==> config.mk <==
export PLATFORM = sky130hd
export DESIGN_NAME = two_way_traffic_light_sequencer
export DESIGN_NICKNAME = d
export VERILOG_FILES = /design/src/rtl/tlseq_pkg.sv /design/src/rtl/two_way_traffic_light_sequencer.sv /design/src/rtl/tlseq_cfg.sv /design/src/rtl/tlseq_step.sv
export VERILOG_INCLUDE_DIRS = /design/src /design/src/rtl
export SDC_FILE = /design/constraint.sdc
export NUM_CORES = 1
export LEC_CHECK = 0
export BUFFER_PORTS_ARGS = -buffer_cell sky130_fd_sc_hd__buf_2
export CORE_ASPECT_RATIO = 1.2
export CORE_MARGIN = 2
export CORE_UTILIZATION = 45
export DETAILED_ROUTE_END_ITERATION = 16
export SYNTH_ARGS = -nofsm -noshare
export SYNTH_HDL_FRONTEND = slang
export SYNTH_SLANG_ARGS = --single-unit
==> constraint.sdc <==
create_clock -name aclk -period 7.8 [get_ports aclk]
set_clock_uncertainty 0.15 [all_clocks]
set_input_delay 0.78 -clock aclk [delete_from_list [all_inputs] [get_ports aclk]]
set_output_delay 0.78 -clock aclk [all_outputs]
set_load 0.02 [all_outputs]
==> src/rtl/two_way_traffic_light_sequencer_macros.svh <==
// Assertion macros for the two-way traffic light sequencer.
`ifndef TWO_WAY_TRAFFIC_LIGHT_SEQUENCER_MACROS_SVH
`define TWO_WAY_TRAFFIC_LIGHT_SEQUENCER_MACROS_SVH

`ifndef SYNTHESIS

// Same-cycle implication, disabled while reset is asserted
`define TLSEQ_ASSERT_IMPL(label, clk, rstn, ante, cons) \
    label: assert property (@(posedge clk) disable iff (!(rstn)) (ante) |-> (cons)) \
        else $error("tlseq: same-cycle check failed");

// Next-cycle implication, disabled while reset is asserted
`define TLSEQ_ASSERT_NEXT(label, clk, rstn, ante, cons) \
    label: assert property (@(posedge clk) disable iff (!(rstn)) (ante) |=> (cons)) \
        else $error("tlseq: next-cycle check failed");

`else

`define TLSEQ_ASSERT_IMPL(label, clk, rstn, ante, cons)
`define TLSEQ_ASSERT_NEXT(label, clk, rstn, ante, cons)

`endif

`endif

==> src/rtl/tlseq_pkg.sv <==
// Shared types and constants of the traffic light sequencer.
`timescale 1ns / 1ps

package tlseq_pkg;

    // Lamp coding on the result ports
    typedef enum logic [1:0] {
        LAMP_OFF    = 2'd0,
        LAMP_RED    = 2'd1,
        LAMP_YELLOW = 2'd2,
        LAMP_GREEN  = 2'd3
    } lamp_t;

    // Sequence mode
    typedef enum logic [1:0] {
        MODE_IDLE       = 2'd0,
        MODE_AUTO       = 2'd1,
        MODE_MAN_YELLOW = 2'd2,
        MODE_MAN_GREEN  = 2'd3
    } mode_t;

    localparam int CFG_ADDR_W = 3;
    localparam int CFG_DATA_W = 7;
    localparam int COUNT_W    = 7;
    localparam int YLEN_W     = 4;

    // Register indexes
    localparam logic [CFG_ADDR_W-1:0] CFG_FIRST_CHANGE  = 3'd0;
    localparam logic [CFG_ADDR_W-1:0] CFG_SECOND_CHANGE = 3'd1;
    localparam logic [CFG_ADDR_W-1:0] CFG_THIRD_CHANGE  = 3'd2;
    localparam logic [CFG_ADDR_W-1:0] CFG_CYCLE         = 3'd3;
    localparam logic [CFG_ADDR_W-1:0] CFG_MAN_YELLOW    = 3'd4;

    // Register reset values
    localparam logic [COUNT_W-1:0] RST_FIRST_CHANGE  = 7'd3;
    localparam logic [COUNT_W-1:0] RST_SECOND_CHANGE = 7'd23;
    localparam logic [COUNT_W-1:0] RST_THIRD_CHANGE  = 7'd26;
    localparam logic [COUNT_W-1:0] RST_CYCLE         = 7'd38;
    localparam logic [YLEN_W-1:0]  RST_MAN_YELLOW    = 4'd3;

    // Limits applied to the lengths
    localparam logic [COUNT_W-1:0] CYCLE_MAX  = 7'd99;
    localparam logic [YLEN_W-1:0]  YELLOW_MAX = 4'd9;

    typedef struct packed {
        logic [COUNT_W-1:0] first_change;
        logic [COUNT_W-1:0] second_change;
        logic [COUNT_W-1:0] third_change;
        logic [COUNT_W-1:0] cycle_len;
        logic [YLEN_W-1:0]  yellow_len;
    } cfg_t;

    typedef struct packed {
        mode_t              mode;
        logic [COUNT_W-1:0] count;
        logic               dir;
        lamp_t              south;
        lamp_t              west;
    } seq_state_t;

    typedef struct packed {
        lamp_t      south;
        lamp_t      west;
        logic [3:0] tens;
        logic [3:0] ones;
    } result_t;

endpackage

==> src/rtl/two_way_traffic_light_sequencer.sv <==
// Top level of the two-way traffic light sequencer.
// Each request is one one-second tick carrying the mode and direction switch
// levels; each produces exactly one result with both lamps and a two-digit
// BCD count. A request is accepted in any cycle where the result register is
// empty or is being drained, so the block sustains one request per clock;
// the result appears in the result register in the cycle after acceptance. The
// sequence step is combinational logic between the state register and the
// result register. Configuration writes take effect on the next clock.
`timescale 1ns / 1ps
`include "two_way_traffic_light_sequencer_macros.svh"

module two_way_traffic_light_sequencer (
    input  logic                              aclk,
    input  logic                              aresetn,
    input  logic                              cfg_wr_en,
    input  logic [tlseq_pkg::CFG_ADDR_W-1:0]  cfg_addr,
    input  logic [tlseq_pkg::CFG_DATA_W-1:0]  cfg_wr_data,
    input  logic                              s_valid,
    output logic                              s_ready,
    input  logic                              s_auto_switch,
    input  logic                              s_direction_switch,
    output logic                              m_valid,
    input  logic                              m_ready,
    output logic [1:0]                        m_south_lamp,
    output logic [1:0]                        m_west_lamp,
    output logic [3:0]                        m_display_tens,
    output logic [3:0]                        m_display_ones
);
    import tlseq_pkg::*;

    cfg_t       cfg;
    seq_state_t state_reg;
    seq_state_t state_next;
    seq_state_t step_nxt;
    result_t    step_res;
    result_t    res_reg;
    logic       m_valid_reg;
    logic       m_valid_next;
    logic       in_accept;

    tlseq_cfg u_cfg (
        .aclk        (aclk),
        .aresetn     (aresetn),
        .cfg_wr_en   (cfg_wr_en),
        .cfg_addr    (cfg_addr),
        .cfg_wr_data (cfg_wr_data),
        .cfg         (cfg)
    );

    tlseq_step u_step (
        .cfg     (cfg),
        .cur     (state_reg),
        .auto_sw (s_auto_switch),
        .dir_sw  (s_direction_switch),
        .nxt     (step_nxt),
        .res     (step_res)
    );

    // Accept while the result register is free or draining
    assign s_ready   = !m_valid_reg || m_ready;
    assign in_accept = s_valid && s_ready;

    // Next sequence state and result valid
    always_comb begin
        state_next   = in_accept ? step_nxt : state_reg;
        m_valid_next = in_accept ? 1'b1 : (m_ready ? 1'b0 : m_valid_reg);
    end

    always_ff @(posedge aclk) begin
        if (!aresetn) begin
            state_reg.mode  <= MODE_IDLE;
            state_reg.count <= '0;
            state_reg.dir   <= 1'b0;
            state_reg.south <= LAMP_OFF;
            state_reg.west  <= LAMP_OFF;
            m_valid_reg     <= 1'b0;
        end else begin
            state_reg   <= state_next;
            m_valid_reg <= m_valid_next;
        end
    end

    // Result payload, loaded on each accepted request
    always_ff @(posedge aclk) begin
        if (in_accept) begin
            res_reg <= step_res;
        end
    end

    assign m_valid        = m_valid_reg;
    assign m_south_lamp   = res_reg.south;
    assign m_west_lamp    = res_reg.west;
    assign m_display_tens = res_reg.tens;
    assign m_display_ones = res_reg.ones;

    // Checks
    `TLSEQ_ASSERT_IMPL(a_bcd_digits, aclk, aresetn, m_valid_reg, (res_reg.tens <= 4'd9) && (res_reg.ones <= 4'd9))
    `TLSEQ_ASSERT_IMPL(a_green_count, aclk, aresetn, state_reg.mode == MODE_MAN_GREEN, state_reg.count == '0)
    `TLSEQ_ASSERT_IMPL(a_auto_count, aclk, aresetn, state_reg.mode == MODE_AUTO, (state_reg.count != '0) && (state_reg.count <= CYCLE_MAX))
    `TLSEQ_ASSERT_NEXT(a_auto_entry, aclk, aresetn, in_accept && s_auto_switch, m_valid_reg && (state_reg.mode == MODE_AUTO))

endmodule

==> src/rtl/tlseq_cfg.sv <==
// Configuration register bank of the traffic light sequencer.
`timescale 1ns / 1ps

module tlseq_cfg (
    input  logic                              aclk,
    input  logic                              aresetn,
    input  logic                              cfg_wr_en,
    input  logic [tlseq_pkg::CFG_ADDR_W-1:0]  cfg_addr,
    input  logic [tlseq_pkg::CFG_DATA_W-1:0]  cfg_wr_data,
    output tlseq_pkg::cfg_t                   cfg
);
    import tlseq_pkg::*;

    cfg_t cfg_reg;
    cfg_t cfg_next;

    // Decode a write into the addressed field
    always_comb begin
        cfg_next = cfg_reg;
        if (cfg_wr_en) begin
            case (cfg_addr)
                CFG_FIRST_CHANGE:  cfg_next.first_change  = cfg_wr_data;
                CFG_SECOND_CHANGE: cfg_next.second_change = cfg_wr_data;
                CFG_THIRD_CHANGE:  cfg_next.third_change  = cfg_wr_data;
                CFG_CYCLE:         cfg_next.cycle_len     = cfg_wr_data;
                CFG_MAN_YELLOW:    cfg_next.yellow_len    = cfg_wr_data[YLEN_W-1:0];
                default:           cfg_next = cfg_reg;
            endcase
        end
    end

    always_ff @(posedge aclk) begin
        if (!aresetn) begin
            cfg_reg.first_change  <= RST_FIRST_CHANGE;
            cfg_reg.second_change <= RST_SECOND_CHANGE;
            cfg_reg.third_change  <= RST_THIRD_CHANGE;
            cfg_reg.cycle_len     <= RST_CYCLE;
            cfg_reg.yellow_len    <= RST_MAN_YELLOW;
        end else begin
            cfg_reg <= cfg_next;
        end
    end

    assign cfg = cfg_reg;

endmodule

==> src/rtl/tlseq_step.sv <==
// One-second step of the sequence: next state and the result shown for the tick.
`timescale 1ns / 1ps

module tlseq_step (
    input  tlseq_pkg::cfg_t        cfg,
    input  tlseq_pkg::seq_state_t  cur,
    input  logic                   auto_sw,
    input  logic                   dir_sw,
    output tlseq_pkg::seq_state_t  nxt,
    output tlseq_pkg::result_t     res
);
    import tlseq_pkg::*;

    logic [COUNT_W-1:0] cyc_len;
    logic [YLEN_W-1:0]  yel_len;
    seq_state_t         tick;
    logic [13:0]        tens_prod;
    logic [3:0]         tens;
    logic [COUNT_W-1:0] tens_x10;
    logic [COUNT_W-1:0] ones_full;

    // Out-of-range lengths fold into their legal range
    always_comb begin
        if (cfg.cycle_len == '0) begin
            cyc_len = 7'd1;
        end else if (cfg.cycle_len > CYCLE_MAX) begin
            cyc_len = CYCLE_MAX;
        end else begin
            cyc_len = cfg.cycle_len;
        end
        if (cfg.yellow_len == '0) begin
            yel_len = 4'd1;
        end else if (cfg.yellow_len > YELLOW_MAX) begin
            yel_len = YELLOW_MAX;
        end else begin
            yel_len = cfg.yellow_len;
        end
    end

    // Advance the count and mode for this tick
    always_comb begin
        tick = cur;
        if (auto_sw) begin
            if (cur.mode != MODE_AUTO || cur.count == '0 || cur.count >= cyc_len) begin
                tick.mode  = MODE_AUTO;
                tick.count = 7'd1;
                tick.west  = LAMP_YELLOW;
                tick.south = LAMP_RED;
            end else begin
                tick.count = cur.count + 7'd1;
            end
        end else begin
            if (cur.mode == MODE_IDLE || cur.mode == MODE_AUTO || dir_sw != cur.dir) begin
                // (re)start manual yellow for the chosen road
                tick.mode  = MODE_MAN_YELLOW;
                tick.count = 7'd1;
                tick.dir   = dir_sw;
                tick.west  = dir_sw ? LAMP_YELLOW : LAMP_RED;
                tick.south = dir_sw ? LAMP_RED : LAMP_YELLOW;
            end else if (cur.mode == MODE_MAN_YELLOW) begin
                if (cur.count >= {3'd0, yel_len}) begin
                    tick.mode  = MODE_MAN_GREEN;
                    tick.count = '0;
                    if (cur.dir) begin
                        tick.west = LAMP_GREEN;
                    end else begin
                        tick.south = LAMP_GREEN;
                    end
                end else begin
                    tick.count = cur.count + 7'd1;
                end
            end
        end
    end

    // Thresholds act after the tick is shown; later matches win
    always_comb begin
        nxt = tick;
        if (auto_sw) begin
            if (tick.count == cfg.first_change) begin
                nxt.west = LAMP_GREEN;
            end
            if (tick.count == cfg.second_change) begin
                nxt.west  = LAMP_RED;
                nxt.south = LAMP_YELLOW;
            end
            if (tick.count == cfg.third_change) begin
                nxt.south = LAMP_GREEN;
            end
        end
    end

    // BCD split: count stays below 100, so x*103 >> 10 gives the tens digit
    assign tens_prod = {7'd0, tick.count} * 14'd103;
    assign tens      = tens_prod[13:10];
    assign tens_x10  = {tens, 3'd0} + {2'd0, tens, 1'b0};
    assign ones_full = tick.count - tens_x10;

    assign res.south = tick.south;
    assign res.west  = tick.west;
    assign res.tens  = tens;
    assign res.ones  = ones_full[3:0];

endmodule
==> metrics.txt, run 1 <==
most common cell after layout, fill and taps aside nand2_1; hold_buf cts 0; Clock Tree Buf Depth 2; Final Hold Viols 0; synthesized instance count 541; worst-path maximum fanout 10; Routed wire per std cell 18.5 um; power per cell area 168 nW/um2; # IOs 31; worst-skew pair later-pin latency 0.33 ns; area grow syn2layout 10.9%; Final Max Tran Viols 0; GR Overflow Total 0; Critical Path RT 7.72 ns; post-DP HPWL 9.98 mm; Die Width 96.6 um; Synth Area per Inst 8.56 um2; die area 11,100 um2; Finish-stage setup viols 0; initial antenna violation count 0; total number of vias 4,007; Initial Util 46.3%; register area share after synthesis 28.1%; Crit. End Element flop; Antenna diodes 0; worst-margin pin slew 1.03 ns; setup TNS 0 ns; Root Buffer clkbuf_16; mapped cell area 4630 um2; most frequent cells in the layout nand2_1 (80), ha_1 (53), dfxtp_1 (47); Synth Warn # 0; gr usage total 23.9%; startpoint types flop; drt drc 0; Core Region 10,000 um2; Placed Instance Area 4860 um2; FF/Latch Area 1300 um2; LEAKAGE 2.35 nW; CTS tree done; fmax 143 MHz; vias in the first global route 3,918; H-tree levels 3; largest net degree at the start of global routing 30; Fillers 997; post_cts resized 0; I/O Buffers 30; via/cell ratio 5.78; Post-synth EDFFs 12; post-synthesis cell type count 83; Max-slew headroom 31.3%; unrepaired setup endpoints after global routing false; crit path kind flop to flop; Setup Fix Bufs, Post-CTS 0; CTS clk-pin slew, worst paths 0.05 ns; ys flop type dfxtp_1; Max-Cap Viols 0; cts bufs inserted 9; number of synthesized register bits 59; fin crit period 7.01 ns; Post-Route WL 12.8 mm; DRT iter0 DRCs 253; Post-DRT Antenna Nets 0; fraction of layout cells with a size suffix above 1 12.9%; GPL Wtd Cong 0.893; period utilization 89.8%; max reg flops 32; Die Ht 115 um; worst hold path class flop to flop; first drt pass iteration count 5; post-route cell area 5140 um2; Final #Nets 641; # clock sinks 59; VDD IR max 0.000107 V; status complete, no violations; Multi-input gate area 3080 um2; # rows 40; global-route wire length before repair 21.1 mm; final core utilization 51.3%; Mapped Nets 619; Arr. time, crit path 6.92 ns; FFs w/ async S/R, synth 0%
-- layer usage --
layer | GRT usage [%] | vias up | wire length [um]
li1 | - | 1986 | -
met1 | 31.9 | 1887 | 5930
met2 | 39.5 | 117 | 6050
met3 | 3.28 | 17 | 559
met4 | 9.58 | 0 | 255
met5 | 0 | - | 0
-- final timing paths --
path,end,depth (start not counted),slack [ns],startpoint
setup / recovery,m_display_ones[3]$_DFFE_PP_,26,0.79,u_cfg.cfg[6]$_SDFFE_PN1P_
hold / removal,u_cfg.cfg[4]$_SDFFE_PN0P_,2,0.33,u_cfg.cfg[4]$_SDFFE_PN0P_
setup reg to reg,m_display_ones[3]$_DFFE_PP_,26,0.79,u_cfg.cfg[6]$_SDFFE_PN1P_
hold reg to reg,u_cfg.cfg[4]$_SDFFE_PN0P_,2,0.33,u_cfg.cfg[4]$_SDFFE_PN0P_
-- worst max-delay path: stages (launching register included) --
cell and delay [ns]:
dfxtp_1 0.32, nor3_1 0.25, nor2_1 0.09, a211o_1 0.28, ha_1 0.26, nand2b_1 0.14, a211o_1 0.37, a211oi_4 0.57
a21oi_1 0.26, a21o_1 0.25, inv_1 0.16, ha_1 0.19, inv_1 0.05, fa_1 0.47, inv_1 0.05, fa_1 0.47
ha_1 0.31, ha_1 0.31, a2111oi_0 0.39, o21ai_0 0.13, o21ai_0 0.20, o21bai_1 0.12, xor2_1 0.17, ha_1 0.31
nand2_1 0.08, nand2_1 0.07, xnor3_1 0.34
-- Yosys cell counts (4+ instances only) --
| cell | instances | area share (%) |
|---|---|---|
| a211o_1 | 4 | 0.76 |
| a211oi_1 | 9 | 1.5 |
| a21oi_1 | 37 | 4.0 |
| a22oi_1 | 4 | 0.65 |
| a31oi_1 | 5 | 0.68 |
| and2_1 | 5 | 0.68 |
| and3_1 | 5 | 0.68 |
| clkbuf_1 | 17 | 1.4 |
| dfxtp_1 | 47 | 20 |
| edfxtp_1 | 12 | 7.8 |
| fa_1 | 8 | 3.5 |
| ha_1 | 53 | 14 |
| inv_1 | 38 | 3.1 |
| mux2i_1 | 14 | 3.0 |
| nand2_1 | 80 | 6.5 |
| nand2b_1 | 5 | 0.68 |
| nand3_1 | 18 | 1.9 |
| nand4_1 | 4 | 0.54 |
| nor2_1 | 40 | 3.2 |
| nor2b_1 | 5 | 0.68 |
| nor3_1 | 11 | 1.2 |
| o211ai_1 | 11 | 1.8 |
| o21a_1 | 4 | 0.65 |
| o21ai_0 | 17 | 1.8 |
| xnor2_1 | 9 | 1.7 |
| xor2_1 | 6 | 1.1 |
-- where the power goes --
| part | switching, W | internal, W | total, W |
|---|---|---|---|
| combinational | 0.0000913 | 0.0000554 | 0.000147 |
| sequential | 0.0000169 | 0.000328 | 0.000345 |
| clock | 0.000130 | 0.000244 | 0.000373 |
-- cells by family after synthesis --
family,after synthesis,share of synthesized area (%)
XOR/XNOR,17,3.67
flip-flops,59,28.1
AO/OA/AOI/OAI,133,21.7
multiplexers,15,3.27
adder cells (fa/ha/maj),61,17.8
AND/OR/NAND/NOR,194,20.0
buffers and inverters,62,5.48
-- cell type report --
class / count / area share (%)
clock buffers: 12 / 4.60
repair buffers: 33 / 3.36
clock inverters: 3 / 0.780
multi-input cells: 420 / 59.9
inverters: 40 / 2.92
well taps: 126 / 3.07
flip-flops and latches: 59 / 25.3
-- through the flow --
step | total power (W) | setup WS [ns] | hold slack [ns] | cells
2_1_floorplan | 0.000451 | 1.45 | 0.283 | 541
3_3_place_gp | 0.000493 | 0.986 | 0.317 | 678
3_5_place_dp | 0.000496 | 0.807 | 0.316 | 678
4_1_cts | 0.000869 | 0.792 | 0.325 | 693
5_1_grt | 0.000903 | 0.155 | 0.357 | 693
6_report | 0.000865 | 0.792 | 0.334 | 693
(Power assumes the default switching activity.)
==> run 2, diff against run 1 <==
- CELL_PAD_IN_SITES_DETAIL_PLACEMENT: default -> 0
- CELL_PAD_IN_SITES_GLOBAL_PLACEMENT: default -> 1
- PLACE_DENSITY_LB_ADDON: default -> 0.1
- REMOVE_ABC_BUFFERS: default -> 1
==> run 2 against run 1 <==
Net effect: sequential cell count stayed put; cell count is 0.29% higher; critical path depth down 1; global-route usage rose by 0.19 points; clock-buffer cell count up 1; core utilization is 0.64 points higher; clock power is 18% higher; largest power group unchanged.
==> metrics.txt, run 2 (same netlist as run 1, synthesis figures left out) <==
status complete, no violations; I/O Buffers 30; fmax 140 MHz; Reg2Reg Depth 25; crit path kind flop to flop; setup TNS 0 ns; top cell family by delay on the critical path adder cells; Routed wire per std cell 18.9 um; Die Ht 115 um; Clock Tree Buf Depth 2; Post-Route WL 13.2 mm; hold_buf cts 0; GR Overflow Total 0; Post-DRT Antenna Nets 0; fraction of layout cells with a size suffix above 1 13.5%; worst hold path class flop to flop; WP depth 25; Initial Util 46.3%; total number of vias 4,088; Final #Nets 642; Antenna diodes 0; power per cell area 180 nW/um2; worst-margin pin slew 1.03 ns; GPL Wtd Cong 0.913; Fillers 967; largest net degree at the start of global routing 30; Multi-input gate area 3080 um2; post-route cell area 5200 um2; die area 11,100 um2; post_cts resized 0; Root Buffer clkbuf_16; CTS clk-pin slew, worst paths 0.06 ns; via/cell ratio 5.88; initial antenna violation count 0; worst hold stages 2; Critical Path RT 7.71 ns; unrepaired setup endpoints after global routing false; vias in the first global route 3,946; startpoint types flop; area grow syn2layout 12.2%; global-route wire length before repair 20.9 mm; gr usage total 24.1%; Crit. End Element flop; CP max stage delay 0.52 ns; Placed Instance Area 4870 um2; Final Max Tran Viols 0; Die Width 96.6 um; H-tree levels 3; Setup Fix Bufs, Post-CTS 0; Max-slew headroom 31.4%; post-DP HPWL 10.1 mm; Arr. time, crit path 7.05 ns; FF/Latch Area 1300 um2; worst-skew pair later-pin latency 0.33 ns; # rows 40; cts bufs inserted 9; Max-Cap Viols 0; LEAKAGE 2.39 nW; cell mode on critical path ha_1; most common cell after layout, fill and taps aside nand2_1; Final Hold Viols 0; fin crit period 7.13 ns; # clock sinks 59; # IOs 31; VDD IR max 0.0000957 V; max reg flops 32; period utilization 91.4%; most frequent cells in the layout nand2_1 (80), ha_1 (53), dfxtp_1 (47); first drt pass iteration count 6; Finish-stage setup viols 0; CTS tree done; DRT iter0 DRCs 333; CP bufs+invs 3; drt drc 0; Crit-path slowest cell fa_1; worst-path maximum fanout 7; Core Region 10,000 um2
-- run 2: changes by cell type in the layout (fill, tap and decap cells not counted) --
| cell | before | now |
|---|---|---|
| clkbuf_1 | 3 | 1 |
| clkbuf_16 | 9 | 11 |
| buf_4 | 3 | 4 |
| clkbuf_8 | 0 | 1 |
-- run 2: stage by stage --
step / std cells / hold WS (ns) / total power (W) / setup slack, ns / util (%)
after floorplan: 519 / 0.282 / 0.000447 / 1.45 / -
after global placement: 679 / 0.315 / 0.000497 / 0.912 / 48.6
after detailed placement: 679 / 0.316 / 0.000499 / 0.654 / 48.6
after CTS: 695 / 0.330 / 0.000938 / 0.655 / 51.9
after global routing: 695 / 0.359 / 0.000969 / 0.149 / 51.9
final: 695 / 0.327 / 0.000936 / 0.668 / 51.9
-- run 2: power breakdown --
| part | internal, W | switching (W) |
|---|---|---|
| logic | 0.0000566 | 0.0000952 |
| clock network | 0.000294 | 0.000148 |
| registers | 0.000327 | 0.0000147 |
-- run 2: final timing paths --
| check | from | to | slack [ns] |
|---|---|---|---|
| max | u_cfg.cfg[1]$_SDFFE_PN1P_ | m_display_ones[3]$_DFFE_PP_ | 0.67 |
| min | u_cfg.cfg[4]$_SDFFE_PN0P_ | u_cfg.cfg[4]$_SDFFE_PN0P_ | 0.33 |
| max reg2reg | u_cfg.cfg[1]$_SDFFE_PN1P_ | m_display_ones[3]$_DFFE_PP_ | 0.67 |
| min reg2reg | u_cfg.cfg[4]$_SDFFE_PN0P_ | u_cfg.cfg[4]$_SDFFE_PN0P_ | 0.33 |
-- run 2: final cells by class --
cell class / count / area share [%]
tap: 126 / 3.03
timing repair buffer: 34 / 3.46
clock buffer: 13 / 5.63
sequential: 59 / 25.0
multi-input combinational: 420 / 59.2
inverter: 40 / 2.89
clock inverter: 3 / 0.770
-- run 2: metal layers --
metal	vias to the layer above	global-route usage (%)	routed length, um
met5	-	0	0
met1	1910	32.8	6130
met3	36	4.07	710
met2	157	38.3	5890
li1	1985	-	-
met4	0	9.95	436
-- run 2: tightest hold or removal path, cell delays in order, from the launching register on --
cell     delay, ns
dfxtp_1       0.32
nand2_1       0.06
a21oi_1       0.05
